<file path="config.mk">
export PLATFORM = sky130hd
export DESIGN_NAME = compacting_key_table_flat
export DESIGN_NICKNAME = d
export VERILOG_FILES = /design/src/rtl/ckt_pkg.sv /design/src/rtl/ckt_if.sv /design/src/rtl/ckt_store.sv /design/src/rtl/ckt_seq.sv /design/src/rtl/compacting_key_table.sv /design/src/flat_wrapper.sv
export SDC_FILE = /design/constraint.sdc
export NUM_CORES = 1
export LEC_CHECK = 0
export ABC_AREA = 0
export BUFFER_PORTS_ARGS = -buffer_cell sky130_fd_sc_hd__buf_2
export CAP_MARGIN = 25
export CORE_MARGIN = 8
export CORE_UTILIZATION = 30
export DETAILED_ROUTE_END_ITERATION = 7
export GPL_TIMING_DRIVEN = 0
export PLACE_DENSITY = 0.41
export SLEW_MARGIN = 0
export SYNTH_ARGS = -nofsm -noshare
export SYNTH_HDL_FRONTEND = slang
export SYNTH_SLANG_ARGS = --single-unit
</file>
<file path="constraint.sdc">
create_clock -name clk -period 15.9 [get_ports clk]
set_input_delay 2.385 -clock clk [delete_from_list [all_inputs] [get_ports clk]]
set_output_delay 2.385 -clock clk [all_outputs]
set_load 0.01 [all_outputs]
</file>
<file path="src/rtl/ckt_pkg.sv">
// ckt_pkg: shared sizes, codes and record types of the compacting key table
// used by the interfaces, the entry store, the sequencer and the checker
package ckt_pkg;

  // table depth and the widths that follow from it
  localparam int MAX_ENTRIES = 8;
  localparam int IDX_W       = (MAX_ENTRIES > 1) ? $clog2(MAX_ENTRIES) : 1;
  localparam int CNT_W       = $clog2(MAX_ENTRIES + 1);

  // fixed field widths of the command and result records
  localparam int KIND_W   = 3;
  localparam int KEY_W    = 64;
  localparam int LANG_W   = 8;
  localparam int MAXC_W   = 7;
  localparam int STATUS_W = 2;
  localparam int SLOT_W   = 6;
  localparam int COUNT_W  = 7;

  // command codes
  typedef enum logic [KIND_W-1:0] {
    KIND_ADD,
    KIND_REMOVE,
    KIND_SET_LANG,
    KIND_SET_ALERT,
    KIND_LOOKUP,
    KIND_FIRST,
    KIND_LIST_ALERT,
    KIND_LIST_ALL
  } kind_t;

  // result status codes
  typedef enum logic [STATUS_W-1:0] {
    STATUS_OK,
    STATUS_NOT_FOUND,
    STATUS_FULL
  } status_t;

  // one table entry
  typedef struct packed {
    logic signed [KEY_W-1:0] key;
    logic [LANG_W-1:0]       language;
    logic                    alerts;
  } entry_t;

  // write port of the entry store
  typedef struct packed {
    logic             en;
    logic [IDX_W-1:0] addr;
    entry_t           data;
  } store_wr_t;

  // one result record
  typedef struct packed {
    status_t                 status;
    logic                    entry_valid;
    logic signed [KEY_W-1:0] key_out;
    logic [LANG_W-1:0]       language_out;
    logic                    alerts_out;
    logic [SLOT_W-1:0]       slot_out;
    logic [COUNT_W-1:0]      count_out;
    logic                    last;
  } rsp_t;

endpackage

</file>
<file path="src/rtl/ckt_if.sv">
// ckt_if: valid/ready channels of the compacting key table
// command, result and configuration channels; depends on ckt_pkg
interface ckt_cmd_if;
  import ckt_pkg::*;
  logic                    valid;
  logic                    ready;
  logic [KIND_W-1:0]       kind;
  logic signed [KEY_W-1:0] key;
  logic [LANG_W-1:0]       language_in;
  logic                    alerts_in;
  logic [MAXC_W-1:0]       max_count;

  modport source (output valid, kind, key, language_in, alerts_in, max_count, input ready);
  modport sink (input valid, kind, key, language_in, alerts_in, max_count, output ready);
endinterface

interface ckt_rsp_if;
  import ckt_pkg::*;
  logic                    valid;
  logic                    ready;
  logic [STATUS_W-1:0]     status;
  logic                    entry_valid;
  logic signed [KEY_W-1:0] key_out;
  logic [LANG_W-1:0]       language_out;
  logic                    alerts_out;
  logic [SLOT_W-1:0]       slot_out;
  logic [COUNT_W-1:0]      count_out;
  logic                    last;

  modport source (output valid, status, entry_valid, key_out, language_out, alerts_out,
                  slot_out, count_out, last, input ready);
  modport sink (input valid, status, entry_valid, key_out, language_out, alerts_out,
                slot_out, count_out, last, output ready);
endinterface

interface ckt_cfg_if;
  import ckt_pkg::*;
  logic              valid;
  logic              ready;
  logic [LANG_W-1:0] data;

  modport source (output valid, data, input ready);
  modport sink (input valid, data, output ready);
endinterface

</file>
<file path="src/rtl/ckt_store.sv">
// ckt_store: flop-based entry store, one write and one read port
// read is combinational on the sequencer's index; depends on ckt_pkg
module ckt_store (
  input  logic                     clk,
  input  ckt_pkg::store_wr_t       wr,
  input  logic [ckt_pkg::IDX_W-1:0] rd_addr,
  output ckt_pkg::entry_t          rd_data
);
  import ckt_pkg::*;

  entry_t entries [MAX_ENTRIES];

  // single write port
  always_ff @(posedge clk) begin
    if (wr.en) begin
      entries[wr.addr] <= wr.data;
    end
  end

  // single read port
  assign rd_data = entries[rd_addr];

endmodule

</file>
<file path="src/rtl/ckt_seq.sv">
// ckt_seq: command sequencer with the shared key comparator and result register
// walks the entry store one slot a cycle while no list result is stalled; depends on ckt_pkg, ckt_if, ckt_store
module ckt_seq (
  input  logic                      clk,
  input  logic                      rst,
  ckt_cmd_if.sink                   cmd,
  ckt_rsp_if.source                 rsp,
  input  logic [ckt_pkg::LANG_W-1:0] default_language,
  output logic [ckt_pkg::IDX_W-1:0]  rd_addr,
  input  ckt_pkg::entry_t           rd_data,
  output ckt_pkg::store_wr_t        wr
);
  import ckt_pkg::*;

  typedef enum logic [2:0] {
    S_IDLE,
    S_SEARCH,
    S_ACT,
    S_SHIFT,
    S_EMIT,
    S_LIST,
    S_LIST_END
  } state_t;

  state_t                  state;
  kind_t                   kind_r;
  logic signed [KEY_W-1:0] key_r;
  logic [LANG_W-1:0]       lang_r;
  logic                    alert_r;
  logic [MAXC_W-1:0]       maxc_r;
  logic [CNT_W-1:0]        idx;
  logic [CNT_W-1:0]        count;
  logic [CNT_W-1:0]        emitted;
  logic [IDX_W-1:0]        slot_r;
  logic                    found_r;
  status_t                 status_r;
  logic                    ev_r;
  logic                    pend_valid;
  entry_t                  pend_entry;
  logic [IDX_W-1:0]        pend_slot;
  logic                    rsp_valid_r;
  rsp_t                    rsp_r;

  logic in_range;
  logic key_hit;
  logic full;
  logic out_free;
  logic list_more;
  logic list_qual;
  logic rsp_load;

  // builds one result record; fields of an absent entry read as zero
  function automatic rsp_t make_rsp(status_t st, logic ev, entry_t e,
                                    logic [IDX_W-1:0] sl, logic [CNT_W-1:0] cnt,
                                    logic lst);
    rsp_t r;
    r             = '0;
    r.status      = st;
    r.entry_valid = ev;
    if (ev) begin
      r.key_out      = e.key;
      r.language_out = e.language;
      r.alerts_out   = e.alerts;
      r.slot_out     = SLOT_W'(sl);
    end
    r.count_out = COUNT_W'(cnt);
    r.last      = lst;
    return r;
  endfunction

  // shared comparator and scan conditions
  assign in_range  = (idx < count);
  assign key_hit   = in_range && (rd_data.key == key_r);
  assign full      = (count == CNT_W'(MAX_ENTRIES));
  assign out_free  = !rsp_valid_r || rsp.ready;
  assign list_more = in_range && (MAXC_W'(emitted) < maxc_r);
  assign list_qual = (kind_r == KIND_LIST_ALL) || rd_data.alerts;

  // result register loads this cycle
  assign rsp_load = out_free && ((state == S_EMIT) || (state == S_LIST_END) ||
                                 ((state == S_LIST) && list_more && list_qual && pend_valid));

  // read address of the store
  always_comb begin
    case (state)
      S_SHIFT: rd_addr = IDX_W'(idx + CNT_W'(1));
      S_EMIT:  rd_addr = slot_r;
      default: rd_addr = idx[IDX_W-1:0];
    endcase
  end

  // write port of the store
  always_comb begin
    wr = '0;
    case (state)
      S_ACT: begin
        case (kind_r)
          KIND_ADD: begin
            if (!found_r && !full) begin
              wr.en            = 1'b1;
              wr.addr          = count[IDX_W-1:0];
              wr.data.key      = key_r;
              wr.data.language = default_language;
              wr.data.alerts   = 1'b1;
            end
          end
          KIND_SET_LANG: begin
            if (found_r) begin
              wr.en            = 1'b1;
              wr.addr          = slot_r;
              wr.data          = rd_data;
              wr.data.language = lang_r;
            end
          end
          KIND_SET_ALERT: begin
            if (found_r) begin
              wr.en          = 1'b1;
              wr.addr        = slot_r;
              wr.data        = rd_data;
              wr.data.alerts = alert_r;
            end
          end
          default: wr.en = 1'b0;
        endcase
      end
      // move the next entry up, then clear the freed last slot
      S_SHIFT: begin
        wr.en   = 1'b1;
        wr.addr = idx[IDX_W-1:0];
        wr.data = in_range ? rd_data : '0;
      end
      default: wr.en = 1'b0;
    endcase
  end

  // handshakes and result payload
  assign cmd.ready        = (state == S_IDLE);
  assign rsp.valid        = rsp_valid_r;
  assign rsp.status       = rsp_r.status;
  assign rsp.entry_valid  = rsp_r.entry_valid;
  assign rsp.key_out      = rsp_r.key_out;
  assign rsp.language_out = rsp_r.language_out;
  assign rsp.alerts_out   = rsp_r.alerts_out;
  assign rsp.slot_out     = rsp_r.slot_out;
  assign rsp.count_out    = rsp_r.count_out;
  assign rsp.last         = rsp_r.last;

  // sequencer, entry count and result register
  always_ff @(posedge clk) begin
    if (rst) begin
      state       <= S_IDLE;
      count       <= '0;
      pend_valid  <= 1'b0;
      rsp_valid_r <= 1'b0;
    end else begin
      if (rsp_load) begin
        rsp_valid_r <= 1'b1;
      end else if (rsp.ready) begin
        rsp_valid_r <= 1'b0;
      end
      case (state)
        S_IDLE: begin
          if (cmd.valid) begin
            kind_r     <= kind_t'(cmd.kind);
            key_r      <= cmd.key;
            lang_r     <= cmd.language_in;
            alert_r    <= cmd.alerts_in;
            maxc_r     <= cmd.max_count;
            idx        <= '0;
            emitted    <= '0;
            found_r    <= 1'b0;
            pend_valid <= 1'b0;
            case (kind_t'(cmd.kind))
              KIND_FIRST: begin
                slot_r   <= '0;
                ev_r     <= (count != '0);
                status_r <= (count != '0) ? STATUS_OK : STATUS_NOT_FOUND;
                state    <= S_EMIT;
              end
              KIND_LIST_ALERT, KIND_LIST_ALL: state <= S_LIST;
              default: state <= S_SEARCH;
            endcase
          end
        end
        // one slot compared per cycle
        S_SEARCH: begin
          if (!in_range) begin
            state <= S_ACT;
          end else if (key_hit) begin
            found_r <= 1'b1;
            slot_r  <= idx[IDX_W-1:0];
            state   <= S_ACT;
          end else begin
            idx <= idx + CNT_W'(1);
          end
        end
        S_ACT: begin
          case (kind_r)
            KIND_ADD: begin
              state <= S_EMIT;
              if (found_r) begin
                status_r <= STATUS_OK;
                ev_r     <= 1'b1;
              end else if (full) begin
                status_r <= STATUS_FULL;
                ev_r     <= 1'b0;
              end else begin
                status_r <= STATUS_OK;
                slot_r   <= count[IDX_W-1:0];
                count    <= count + CNT_W'(1);
                ev_r     <= 1'b1;
              end
            end
            KIND_REMOVE: begin
              ev_r <= 1'b0;
              if (found_r) begin
                status_r <= STATUS_OK;
                count    <= count - CNT_W'(1);
                state    <= S_SHIFT;
              end else begin
                status_r <= STATUS_NOT_FOUND;
                state    <= S_EMIT;
              end
            end
            default: begin
              state    <= S_EMIT;
              ev_r     <= found_r;
              status_r <= found_r ? STATUS_OK : STATUS_NOT_FOUND;
            end
          endcase
        end
        S_SHIFT: begin
          if (in_range) begin
            idx <= idx + CNT_W'(1);
          end else begin
            state <= S_EMIT;
          end
        end
        S_EMIT: begin
          if (out_free) begin
            rsp_r <= make_rsp(status_r, ev_r, rd_data, slot_r, count, 1'b1);
            state <= S_IDLE;
          end
        end
        // a found key is held back until the next one shows it is not the last
        S_LIST: begin
          if (!list_more) begin
            state <= S_LIST_END;
          end else if (!list_qual) begin
            idx <= idx + CNT_W'(1);
          end else if (!pend_valid || out_free) begin
            if (pend_valid) begin
              rsp_r <= make_rsp(STATUS_OK, 1'b1, pend_entry, pend_slot, count, 1'b0);
            end
            pend_valid <= 1'b1;
            pend_entry <= rd_data;
            pend_slot  <= idx[IDX_W-1:0];
            emitted    <= emitted + CNT_W'(1);
            idx        <= idx + CNT_W'(1);
          end
        end
        S_LIST_END: begin
          if (out_free) begin
            rsp_r      <= make_rsp(STATUS_OK, pend_valid, pend_entry, pend_slot, count,
                                   1'b1);
            pend_valid <= 1'b0;
            state      <= S_IDLE;
          end
        end
        default: state <= S_IDLE;
      endcase
    end
  end

endmodule

</file>
<file path="src/rtl/compacting_key_table.sv">
// compacting_key_table: packed table of keys with language code and alert flag
// holds the default language register; depends on ckt_pkg, ckt_if, ckt_store, ckt_seq
//
// Usage
//   cmd : one command per transfer (kind, key, language_in, alerts_in, max_count).
//   rsp : results; every command gives one result, a list gives one per key
//         emitted or one with no entry, and last marks the final result of the command.
//   cfg : writes default_language, taken in any cycle (ready is always high);
//         write it only while no command is in progress.
// Sequencing
//   The sequencer visits one slot per cycle through the single read port of
//   the entry store, unless a list result waits on rsp. Add, remove, set and
//   lookup search the occupied slots until a hit or the end, then act (S_ACT)
//   and load the result register (S_EMIT). Remove first moves later entries
//   up (S_SHIFT). First entry goes straight to S_EMIT. A list walks the
//   slots in S_LIST and ends in S_LIST_END, holding on any stall on rsp.
//   cmd is ready only when the sequencer is idle: one command at a time.
// Reset
//   rst (synchronous) empties the table, clears default_language and drops rsp.
// Stalls
//   A result waits in the output register while rsp.ready is low; the
//   sequencer holds its place and resumes as the register frees.
module compacting_key_table (
  input  logic       clk,
  input  logic       rst,
  ckt_cfg_if.sink    cfg,
  ckt_cmd_if.sink    cmd,
  ckt_rsp_if.source  rsp
);
  import ckt_pkg::*;

  logic [LANG_W-1:0] default_language;
  logic [IDX_W-1:0]  rd_addr;
  entry_t            rd_data;
  store_wr_t         wr;

  // configuration register
  assign cfg.ready = 1'b1;

  always_ff @(posedge clk) begin
    if (rst) begin
      default_language <= '0;
    end else if (cfg.valid) begin
      default_language <= cfg.data;
    end
  end

  // entry store
  ckt_store u_store (
    .clk     (clk),
    .wr      (wr),
    .rd_addr (rd_addr),
    .rd_data (rd_data)
  );

  // command sequencer
  ckt_seq u_seq (
    .clk              (clk),
    .rst              (rst),
    .cmd              (cmd),
    .rsp              (rsp),
    .default_language (default_language),
    .rd_addr          (rd_addr),
    .rd_data          (rd_data),
    .wr               (wr)
  );

endmodule

</file>
<file path="src/flat_wrapper.sv">
// flat-port wrapper written by rule: the top's interface ports become plain ports
module compacting_key_table_flat import ckt_pkg::*;
  (clk, rst, cfg_valid, cfg_data, cfg_ready, cmd_valid, cmd_kind, cmd_key, cmd_language_in, cmd_alerts_in, cmd_max_count, cmd_ready, rsp_valid, rsp_status, rsp_entry_valid, rsp_key_out, rsp_language_out, rsp_alerts_out, rsp_slot_out, rsp_count_out, rsp_last, rsp_ready);
  ckt_cfg_if cfg_i ();
  ckt_cmd_if cmd_i ();
  ckt_rsp_if rsp_i ();
  input  logic clk;
  input  logic rst;
  input wire logic [$bits(cfg_i.valid)-1:0] cfg_valid;
  input wire logic [$bits(cfg_i.data)-1:0] cfg_data;
  output wire logic [$bits(cfg_i.ready)-1:0] cfg_ready;
  input wire logic [$bits(cmd_i.valid)-1:0] cmd_valid;
  input wire logic [$bits(cmd_i.kind)-1:0] cmd_kind;
  input wire logic [$bits(cmd_i.key)-1:0] cmd_key;
  input wire logic [$bits(cmd_i.language_in)-1:0] cmd_language_in;
  input wire logic [$bits(cmd_i.alerts_in)-1:0] cmd_alerts_in;
  input wire logic [$bits(cmd_i.max_count)-1:0] cmd_max_count;
  output wire logic [$bits(cmd_i.ready)-1:0] cmd_ready;
  output wire logic [$bits(rsp_i.valid)-1:0] rsp_valid;
  output wire logic [$bits(rsp_i.status)-1:0] rsp_status;
  output wire logic [$bits(rsp_i.entry_valid)-1:0] rsp_entry_valid;
  output wire logic [$bits(rsp_i.key_out)-1:0] rsp_key_out;
  output wire logic [$bits(rsp_i.language_out)-1:0] rsp_language_out;
  output wire logic [$bits(rsp_i.alerts_out)-1:0] rsp_alerts_out;
  output wire logic [$bits(rsp_i.slot_out)-1:0] rsp_slot_out;
  output wire logic [$bits(rsp_i.count_out)-1:0] rsp_count_out;
  output wire logic [$bits(rsp_i.last)-1:0] rsp_last;
  input wire logic [$bits(rsp_i.ready)-1:0] rsp_ready;
  assign cfg_i.valid = cfg_valid;
  assign cfg_i.data = cfg_data;
  assign cfg_ready = cfg_i.ready;
  assign cmd_i.valid = cmd_valid;
  assign cmd_i.kind = cmd_kind;
  assign cmd_i.key = cmd_key;
  assign cmd_i.language_in = cmd_language_in;
  assign cmd_i.alerts_in = cmd_alerts_in;
  assign cmd_i.max_count = cmd_max_count;
  assign cmd_ready = cmd_i.ready;
  assign rsp_valid = rsp_i.valid;
  assign rsp_status = rsp_i.status;
  assign rsp_entry_valid = rsp_i.entry_valid;
  assign rsp_key_out = rsp_i.key_out;
  assign rsp_language_out = rsp_i.language_out;
  assign rsp_alerts_out = rsp_i.alerts_out;
  assign rsp_slot_out = rsp_i.slot_out;
  assign rsp_count_out = rsp_i.count_out;
  assign rsp_last = rsp_i.last;
  assign rsp_i.ready = rsp_ready;
  compacting_key_table u_core (.clk(clk), .rst(rst), .cfg(cfg_i), .cmd(cmd_i), .rsp(rsp_i));
endmodule
</file>
==> summary.txt, run 1 <==
Clocking
  • CTS Buffer Depth: 3
  • Setup bufs post-CTS: 0
  • Clk sinks: 859
  • Clock root buffer: clkbuf_16
  • CTS tree: done
  • Clk pin slew, worst setup/hold paths: 60 ps
  • H-tree depth: 3
  • Post-CTS Resized: 0
  • CTS Hold Bufs: 0
  • CTS buffer count: 98
  • Worst skew pair latency: 700 ps

Final layout
  • Syn-to-layout area delta: 20.8%
  • Footprint of the multi-input gates: 8990 um2
  • Layout cells sized above 1: 17.7%
  • Ant diodes: 0
  • Nets: 2,930
  • Register area: 25,600 um2
  • # fillers: 11,300
  • Core Util, Final: 36.4%

Yosys
  • Syn Std Cell Area: 35,500 um2
  • Multiplexer share of the synthesized area: 3.25%
  • Seq/Total Area, Yosys: 72.2%
  • Synth Area in Compound Gates: 10.0%
  • Async S/R FF share, synth: 0%
  • Combinational family with the most area after synthesis: compound AO/OA/AOI/OAI gates
  • Count of different cell masters after synthesis: 87
  • Synth warnings: 0
  • EDFF count, synth: 842
  • Synth Flop Type: edfxtp_1
  • Syn avg cell area: 14.5 um2
  • Simple-Gate Fraction of Synth Area: 9.29%
  • Mapped Cells: 2,453
  • Post-Synth XOR/XNOR Area: 2.05%
  • #FFs+latches synth: 859
  • Synth Area in Adders: 0.409%

Timing
  • F_max: 0.138 GHz
  • Final period utilization: 45.7%
  • Skew final: 23.3 ps
  • Setup violators final: 0
  • Final critical-path required period: 7260 ps
  • Final Hold Viols: 0
  • Worst Tran Pin Value: 1400 ps
  • Slew margin rel.: 6.97%
  • Total Neg Setup Slack: 0 ps
  • Max Slew Vio Count: 0
  • RSZ-0062 raised after global routing: no

Global route
  • Antenna violations before repair: 5
  • Vias in the first global route: 23,300
  • Global-route usage over all layers: 18.9%
  • First-pass GRT wire length: 177,000 um
  • Largest net degree at the start of global routing: 42
  • Remaining global-route overflow: 0

Hold path
  • Worst hold start: u_core.u_seq.idx[0]$_SDFFCE_PN0P_
  • Hold WC Path Type: reg -> reg
  • Hold EP: u_core.u_seq.pend_slot[0]$_DFFE_PP_
  • Hold Crit Depth: 0

Setup path
  • Most frequent CP cell: clkbuf_1
  • Largest stage delay, worst path: 870 ps
  • Required time of the worst setup path: 16,280 ps
  • Worst R2R End: u_core.u_store.entries[3][29]$_DFFE_PP_
  • Crit path arrival time: 7640 ps
  • Crit-path cells: buf_4 > nor3_1 > o21ai_1 > nand2_1 > buf_4 > buf_2 > buf_1 > clkbuf_1 > clkbuf_1 > clkbuf_1 > buf_1 > nor3_1 > a21oi_1 > o21ai_0 > o21ai_0
  • Critical path class: reg -> reg
  • Worst setup SP type: flop
  • CP Capture Type: flop
  • Critical R2R Launch: u_core.u_seq.state[1]$_SDFFE_PP0P_
  • Flop2flop setup slack: 8640 ps
  • Critical path peak fanout: 10
  • R2R cell count: 15
  • CP max-delay cell: clkbuf_1

Pwr
  • Sw Pwr: 3020 uW
  • Sequential group share of total power: 35.2%
  • Comb pwr share: 36.3%
  • VDD IR max: 0.0000886 V
  • Lkg Pwr: 0.0146 uW
  • Clock power frac: 28.5%
  • Switch share: 38.4%
  • P per Cell Area: 184 nW/um2
  • Int Power: 4850 uW

Detailed routing
  • DRT Pass-1 Iters: 5
  • DR WL/cell: 28.5 um
  • Drt initial violations: 1,969
  • DR vias: 23,000
  • Vias per inst: 5.18
  • WL final: 126,000 um
  • Drc violations: 0
  • Post-DRT Antenna Nets: 0

Floorplan
  • Num ports: 189
  • Core area: 118,000 um2
  • Die ar.: 129,000 um2
  • Initial core utilization: 30.2%
  • FP Rows: 126
  • Die H: 360 um
  • Chip width: 360 um

Placed design
  • Final HPWL DP: 90,000 um
  • Placer Congestion: 0.823
  • # port buffers: 180

Run status
  • Status: finished clean

Flow run
  • Number of max-cap violations: 0
==> sequential cells by signal, summed over array words and instances, names as in the netlist, 2 cells and up <==
register                       count
u_core.default_language            8
u_core.u_seq.count                 4
u_core.u_seq.emitted               4
u_core.u_seq.idx                   4
u_core.u_seq.key_r                64
u_core.u_seq.kind_r                3
u_core.u_seq.lang_r                8
u_core.u_seq.maxc_r                7
u_core.u_seq.pend_entry           73
u_core.u_seq.pend_slot             3
u_core.u_seq.rsp.count_out         4
u_core.u_seq.rsp.key_out          64
u_core.u_seq.rsp.language_out      8
u_core.u_seq.rsp.slot_out          3
u_core.u_seq.rsp.status            2
u_core.u_seq.slot_r                3
u_core.u_seq.state                 3
u_core.u_seq.status_r              2
u_core.u_store.entries           584
==> power groups by stage <==
stage          Clock (uW)  Sequential (uW)  Combinational, uW
2_1_floorplan           0             2810               1580
3_3_place_gp            0             2850               2770
3_5_place_dp            0             2810               2850
4_1_cts              2300             2770               2860
5_1_grt              2380             2780               3060
6_report             2250             2770               2860
==> cell families (layout without fill, tap and decap cells) <==
family	after synthesis	in the layout
fa+ha+maj	11	11
simple gates	686	686
xor+xnor	83	83
flops	859	859
compound gates	491	491
mux	114	114
other cells	2	7
buf+inv	207	654
==> cell usage after synthesis (48+ instances only) <==
master | number | area share, %
a21oi_1 | 52 | 0.73
nor2_1 | 66 | 0.70
xnor2_1 | 48 | 1.2
mux2i_1 | 111 | 3.1
edfxtp_1 | 842 | 71
a211oi_1 | 75 | 1.6
and3_1 | 80 | 1.4
inv_1 | 54 | 0.57
a22o_1 | 86 | 2.1
clkbuf_1 | 82 | 0.87
o21ai_0 | 112 | 1.6
nand3_1 | 89 | 1.3
nand2_1 | 338 | 3.6
==> metrics by stage <==
step           power, uW  worst slack (ps)  instances  hold WS (ps)  instance area, um2
6_report            7870              8640       4441           507               42900
5_1_grt             8210              8390       4441           536               42900
4_1_cts             7930              8690       4438           510               42800
3_5_place_dp        5660              8720       4256           482               39700
3_3_place_gp        5620             -3910       4174           472               38300
2_1_floorplan       4400              4320       2458           451               35500
==> worst max-delay path, delay by kind of cell, from the launching register on <==
| kind | cells | cell delay, ps |
|---|---|---|
| buffers and inverters | 8 | 4320 |
| AO/OA/AOI/OAI | 4 | 1390 |
| AND/OR/NAND/NOR | 3 | 870 |
| flip-flops | 1 | 310 |
==> worst max-delay path by stage <==
stage	startpoint	to	slack, ps
after floorplan	u_core.u_seq.idx[0]$_SDFFCE_PN0P_	u_core.u_seq.rsp.alerts_out$_DFFE_PP_	4320
after global placement	u_core.u_seq.idx[0]$_SDFFCE_PN0P_	u_core.u_seq.rsp.key_out[4]$_DFFE_PP_	-3910
after detailed placement	u_core.u_seq.idx[1]$_SDFFCE_PN0P_	u_core.u_store.entries[3][57]$_DFFE_PP_	8720
after CTS	u_core.u_seq.idx[1]$_SDFFCE_PN0P_	u_core.u_store.entries[3][57]$_DFFE_PP_	8690
after global routing	u_core.u_seq.idx[0]$_SDFFCE_PN0P_	u_core.u_store.entries[3][29]$_DFFE_PP_	8390
final	u_core.u_seq.state[1]$_SDFFE_PP0P_	u_core.u_store.entries[3][29]$_DFFE_PP_	8640
==> cell usage in the layout (no fill, tap or decap), types with 8 or more instances in the layout <==
cell type / Yosys / layout
a211oi_1: 75 / 75
a21oi_1: 52 / 52
a221oi_1: 21 / 21
a222oi_1: 11 / 11
a22o_1: 86 / 86
a311oi_1: 8 / 8
a31oi_1: 23 / 23
a32o_1: 22 / 22
a32oi_1: 10 / 10
and3_1: 80 / 79
buf_1: 14 / 13
buf_12: 1 / 18
buf_16: 0 / 9
buf_2: 34 / 216
buf_4: 13 / 17
buf_6: 8 / 46
buf_8: 1 / 17
bufinv_16: 0 / 9
clkbuf_1: 82 / 106
clkbuf_16: 0 / 98
clkinv_1: 0 / 19
clkinv_2: 0 / 13
dfxtp_1: 17 / 17
edfxtp_1: 842 / 842
ha_1: 10 / 10
inv_1: 54 / 54
mux2i_1: 111 / 111
nand2_1: 338 / 338
nand3_1: 89 / 89
nand4_1: 17 / 17
nor2_1: 66 / 59
nor2b_1: 11 / 11
nor3_1: 12 / 12
o21ai_0: 112 / 112
o22ai_1: 9 / 9
or4_1: 12 / 12
xnor2_1: 48 / 48
xor2_1: 35 / 35
==> per-layer routing <==
layer	global-route usage (%)	up-vias	wire length (um)
met5	0	-	14
met1	25.8	11900	56500
met2	31.2	743	60200
met3	3.19	159	7040
li1	-	10200	-
met4	4.88	2	2710
==> final cells by class <==
type	instances	share of cell area [%]
clock buffer	125	6.03
inverter	54	0.473
sequential	859	59.8
multi-input combinational	1392	21.0
buffer	153	1.76
timing repair buffer	265	5.11
tap	1536	4.48
clock inverter	57	1.38
No activity file was read; power rests on OpenSTA's default activity.
==> run 2, diff against run 1 <==
Clock period 15.9 ns to 7.5 ns, I/O delays scaled along.
==> summary.txt, run 2 (synthesis gave the netlist of run 1 again) <==
Clocking
  • Worst skew pair latency: 690 ps (about the same)
  • CTS Hold Bufs: 0 (unchanged)
  • CTS buffer count: 101 (+3.1%)
  • Post-CTS Resized: 0 (unchanged)
  • CTS tree: done
  • Clk pin slew, worst setup/hold paths: 60 ps (about the same)
  • CTS Buffer Depth: 3 (unchanged)
  • H-tree depth: 3 (unchanged)
  • Clk sinks: 859 (unchanged)
  • Clock root buffer: clkbuf_16
  • Setup bufs post-CTS: 0 (unchanged)

Detailed routing
  • DR vias: 23,000 (-0.15%)
  • Post-DRT Antenna Nets: 0 (unchanged)
  • Drt initial violations: 2,104 (+6.9%)
  • Vias per inst: 5.19 (+0.15%)
  • Drc violations: 0 (unchanged)
  • WL final: 126,000 um (-0.65%)
  • DR WL/cell: 28.4 um (-0.36%)
  • DRT Pass-1 Iters: 5 (unchanged)

Pwr
  • P per Cell Area: 388 nW/um2 (+110%)
  • VDD IR max: 0.000209 V (+140%)
  • Lkg Pwr: 0.0146 uW (-0.13%)

Placed design
  • Final HPWL DP: 89,200 um (-0.91%)
  • Placement Cell Area: 39,600 um2 (about the same)
  • Placer Congestion: 0.850 (+3.3%)
  • # port buffers: 180 (unchanged)

Floorplan
  • Die ar.: 129,000 um2 (unchanged)
  • Core area: 118,000 um2 (unchanged)
  • Initial core utilization: 30.2% (unchanged)
  • Num ports: 189 (unchanged)
  • Die H: 360 um (unchanged)
  • Chip width: 360 um (unchanged)
  • FP Rows: 126 (unchanged)

Timing
  • Total Neg Setup Slack: 0 ps (unchanged)
  • Worst Tran Pin Value: 1100 ps (-294 ps)
  • Final period utilization: 97.6% (+52 points)
  • Max Slew Vio Count: 0 (unchanged)
  • Final Hold Viols: 0 (unchanged)
  • Setup violators final: 0 (unchanged)
  • F_max: 0.137 GHz (-0.78%)
  • Final critical-path required period: 7320 ps (+56.9 ps)
  • RSZ-0062 raised after global routing: no
  • Slew margin rel.: 26.3% (+19 points)
  • Skew final: 32.5 ps (+9.22 ps)

Flow run
  • Number of max-cap violations: 0 (unchanged)

Global route
  • Global-route usage over all layers: 18.8% (-0.068 points)
  • Antenna violations before repair: 6 (+1)
  • First-pass GRT wire length: 177,000 um (-0.49%)
  • Largest net degree at the start of global routing: 42 (unchanged)
  • Vias in the first global route: 23,000 (-1.5%)
  • Remaining global-route overflow: 0 (unchanged)

Setup path
  • Worst setup SP type: flop
  • CP Capture Type: flop
  • Required time of the worst setup path: 7850 ps (-8430 ps)
  • Critical path peak fanout: 10 (unchanged)
  • Crit path arrival time: 7670 ps (+30 ps)
  • Critical path class: reg -> reg

Final layout
  • Syn-to-layout area delta: 20.9% (about the same)
  • Most frequent cells in the layout: edfxtp_1, nand2_1, buf_2
  • Most flops, register: u_core.u_store.entries
  • Nets: 2,919 (-0.38%)
  • Largest regs: u_core.u_store.entries x584, u_core.u_seq.pend_entry x73
  • Design area: 42,900 um2 (about the same)
  • Max reg flops: 584 (unchanged)
  • Commonest non-fill, non-tap cell in the layout: edfxtp_1
  • Layout cells sized above 1: 17.4% (-0.33 points)
  • # fillers: 11,300 (-0.27%)

Run status
  • Status: finished clean

Hold path
  • Hold WC Path Type: reg -> reg
==> run 2: final timing paths <==
| kind | slack [ps] | startpoint | end | cells past startpoint |
|---|---|---|---|---|
| hold / removal | 510 | u_core.u_seq.idx[0]$_SDFFCE_PN0P_ | u_core.u_seq.pend_slot[0]$_DFFE_PP_ | 0 |
| setup / recovery | 180 | u_core.u_seq.idx[1]$_SDFFCE_PN0P_ | u_core.u_store.entries[6][57]$_DFFE_PP_ | 11 |
| setup reg to reg | 180 | u_core.u_seq.idx[1]$_SDFFCE_PN0P_ | u_core.u_store.entries[6][57]$_DFFE_PP_ | 11 |
| hold reg to reg | 510 | u_core.u_seq.idx[0]$_SDFFCE_PN0P_ | u_core.u_seq.pend_slot[0]$_DFFE_PP_ | 0 |
==> run 2: through the flow <==
stage / setup WS [ps] / util [%] / total power (uW) / hold slack (ps) / instances
final: 181 / 36.5 / 16600 / 507 / 4428
after global routing: 93.6 / 36.5 / 17400 / 511 / 4427
after CTS: 288 / 36.4 / 16800 / 499 / 4424
after detailed placement: 332 / 33.7 / 12000 / 485 / 4242
after global placement: -3430 / 32.6 / 11900 / 474 / 4174
after floorplan: 1420 / - / 9310 / 451 / 2458
==> run 2: final cells by class <==
class                      count  area (um2)  share of cell area (%)
sequential                   859       25600                    59.8
multi-input combinational   1392        9010                    21.0
clock buffer                 136        2790                    6.51
timing repair buffer         251        2160                    5.04
tap                         1536        1920                    4.48
buffer                       153         754                    1.76
clock inverter                46         404                   0.943
inverter                      54         203                   0.473
antenna                        1        2.50                 0.00584
==> run 2: report_power, final <==
part	internal (uW)	switching (uW)	total, uW
combinational	1780	4240	6020
clock	2800	1950	4760
sequential	5740	132	5870
==> run 2: critical path: stages, from the launching register on <==
cell and delay, ps:
edfxtp_1 570, ha_1 390, a32o_1 390, nor2_2 690, buf_2 460, buf_2 390
buf_1 580, clkbuf_1 850, clkbuf_1 560, buf_1 780, a31oi_1 410, o21ai_0 860
==> run 2: per-layer routing <==
metal  track usage, %  share of wire, %  vias up
li1                 -                 -    10200
met1             25.7                44    11800
met2             30.9                47      762
met3             2.70               5.3      170
met4             5.84               3.0        0
met5                0                 0        -
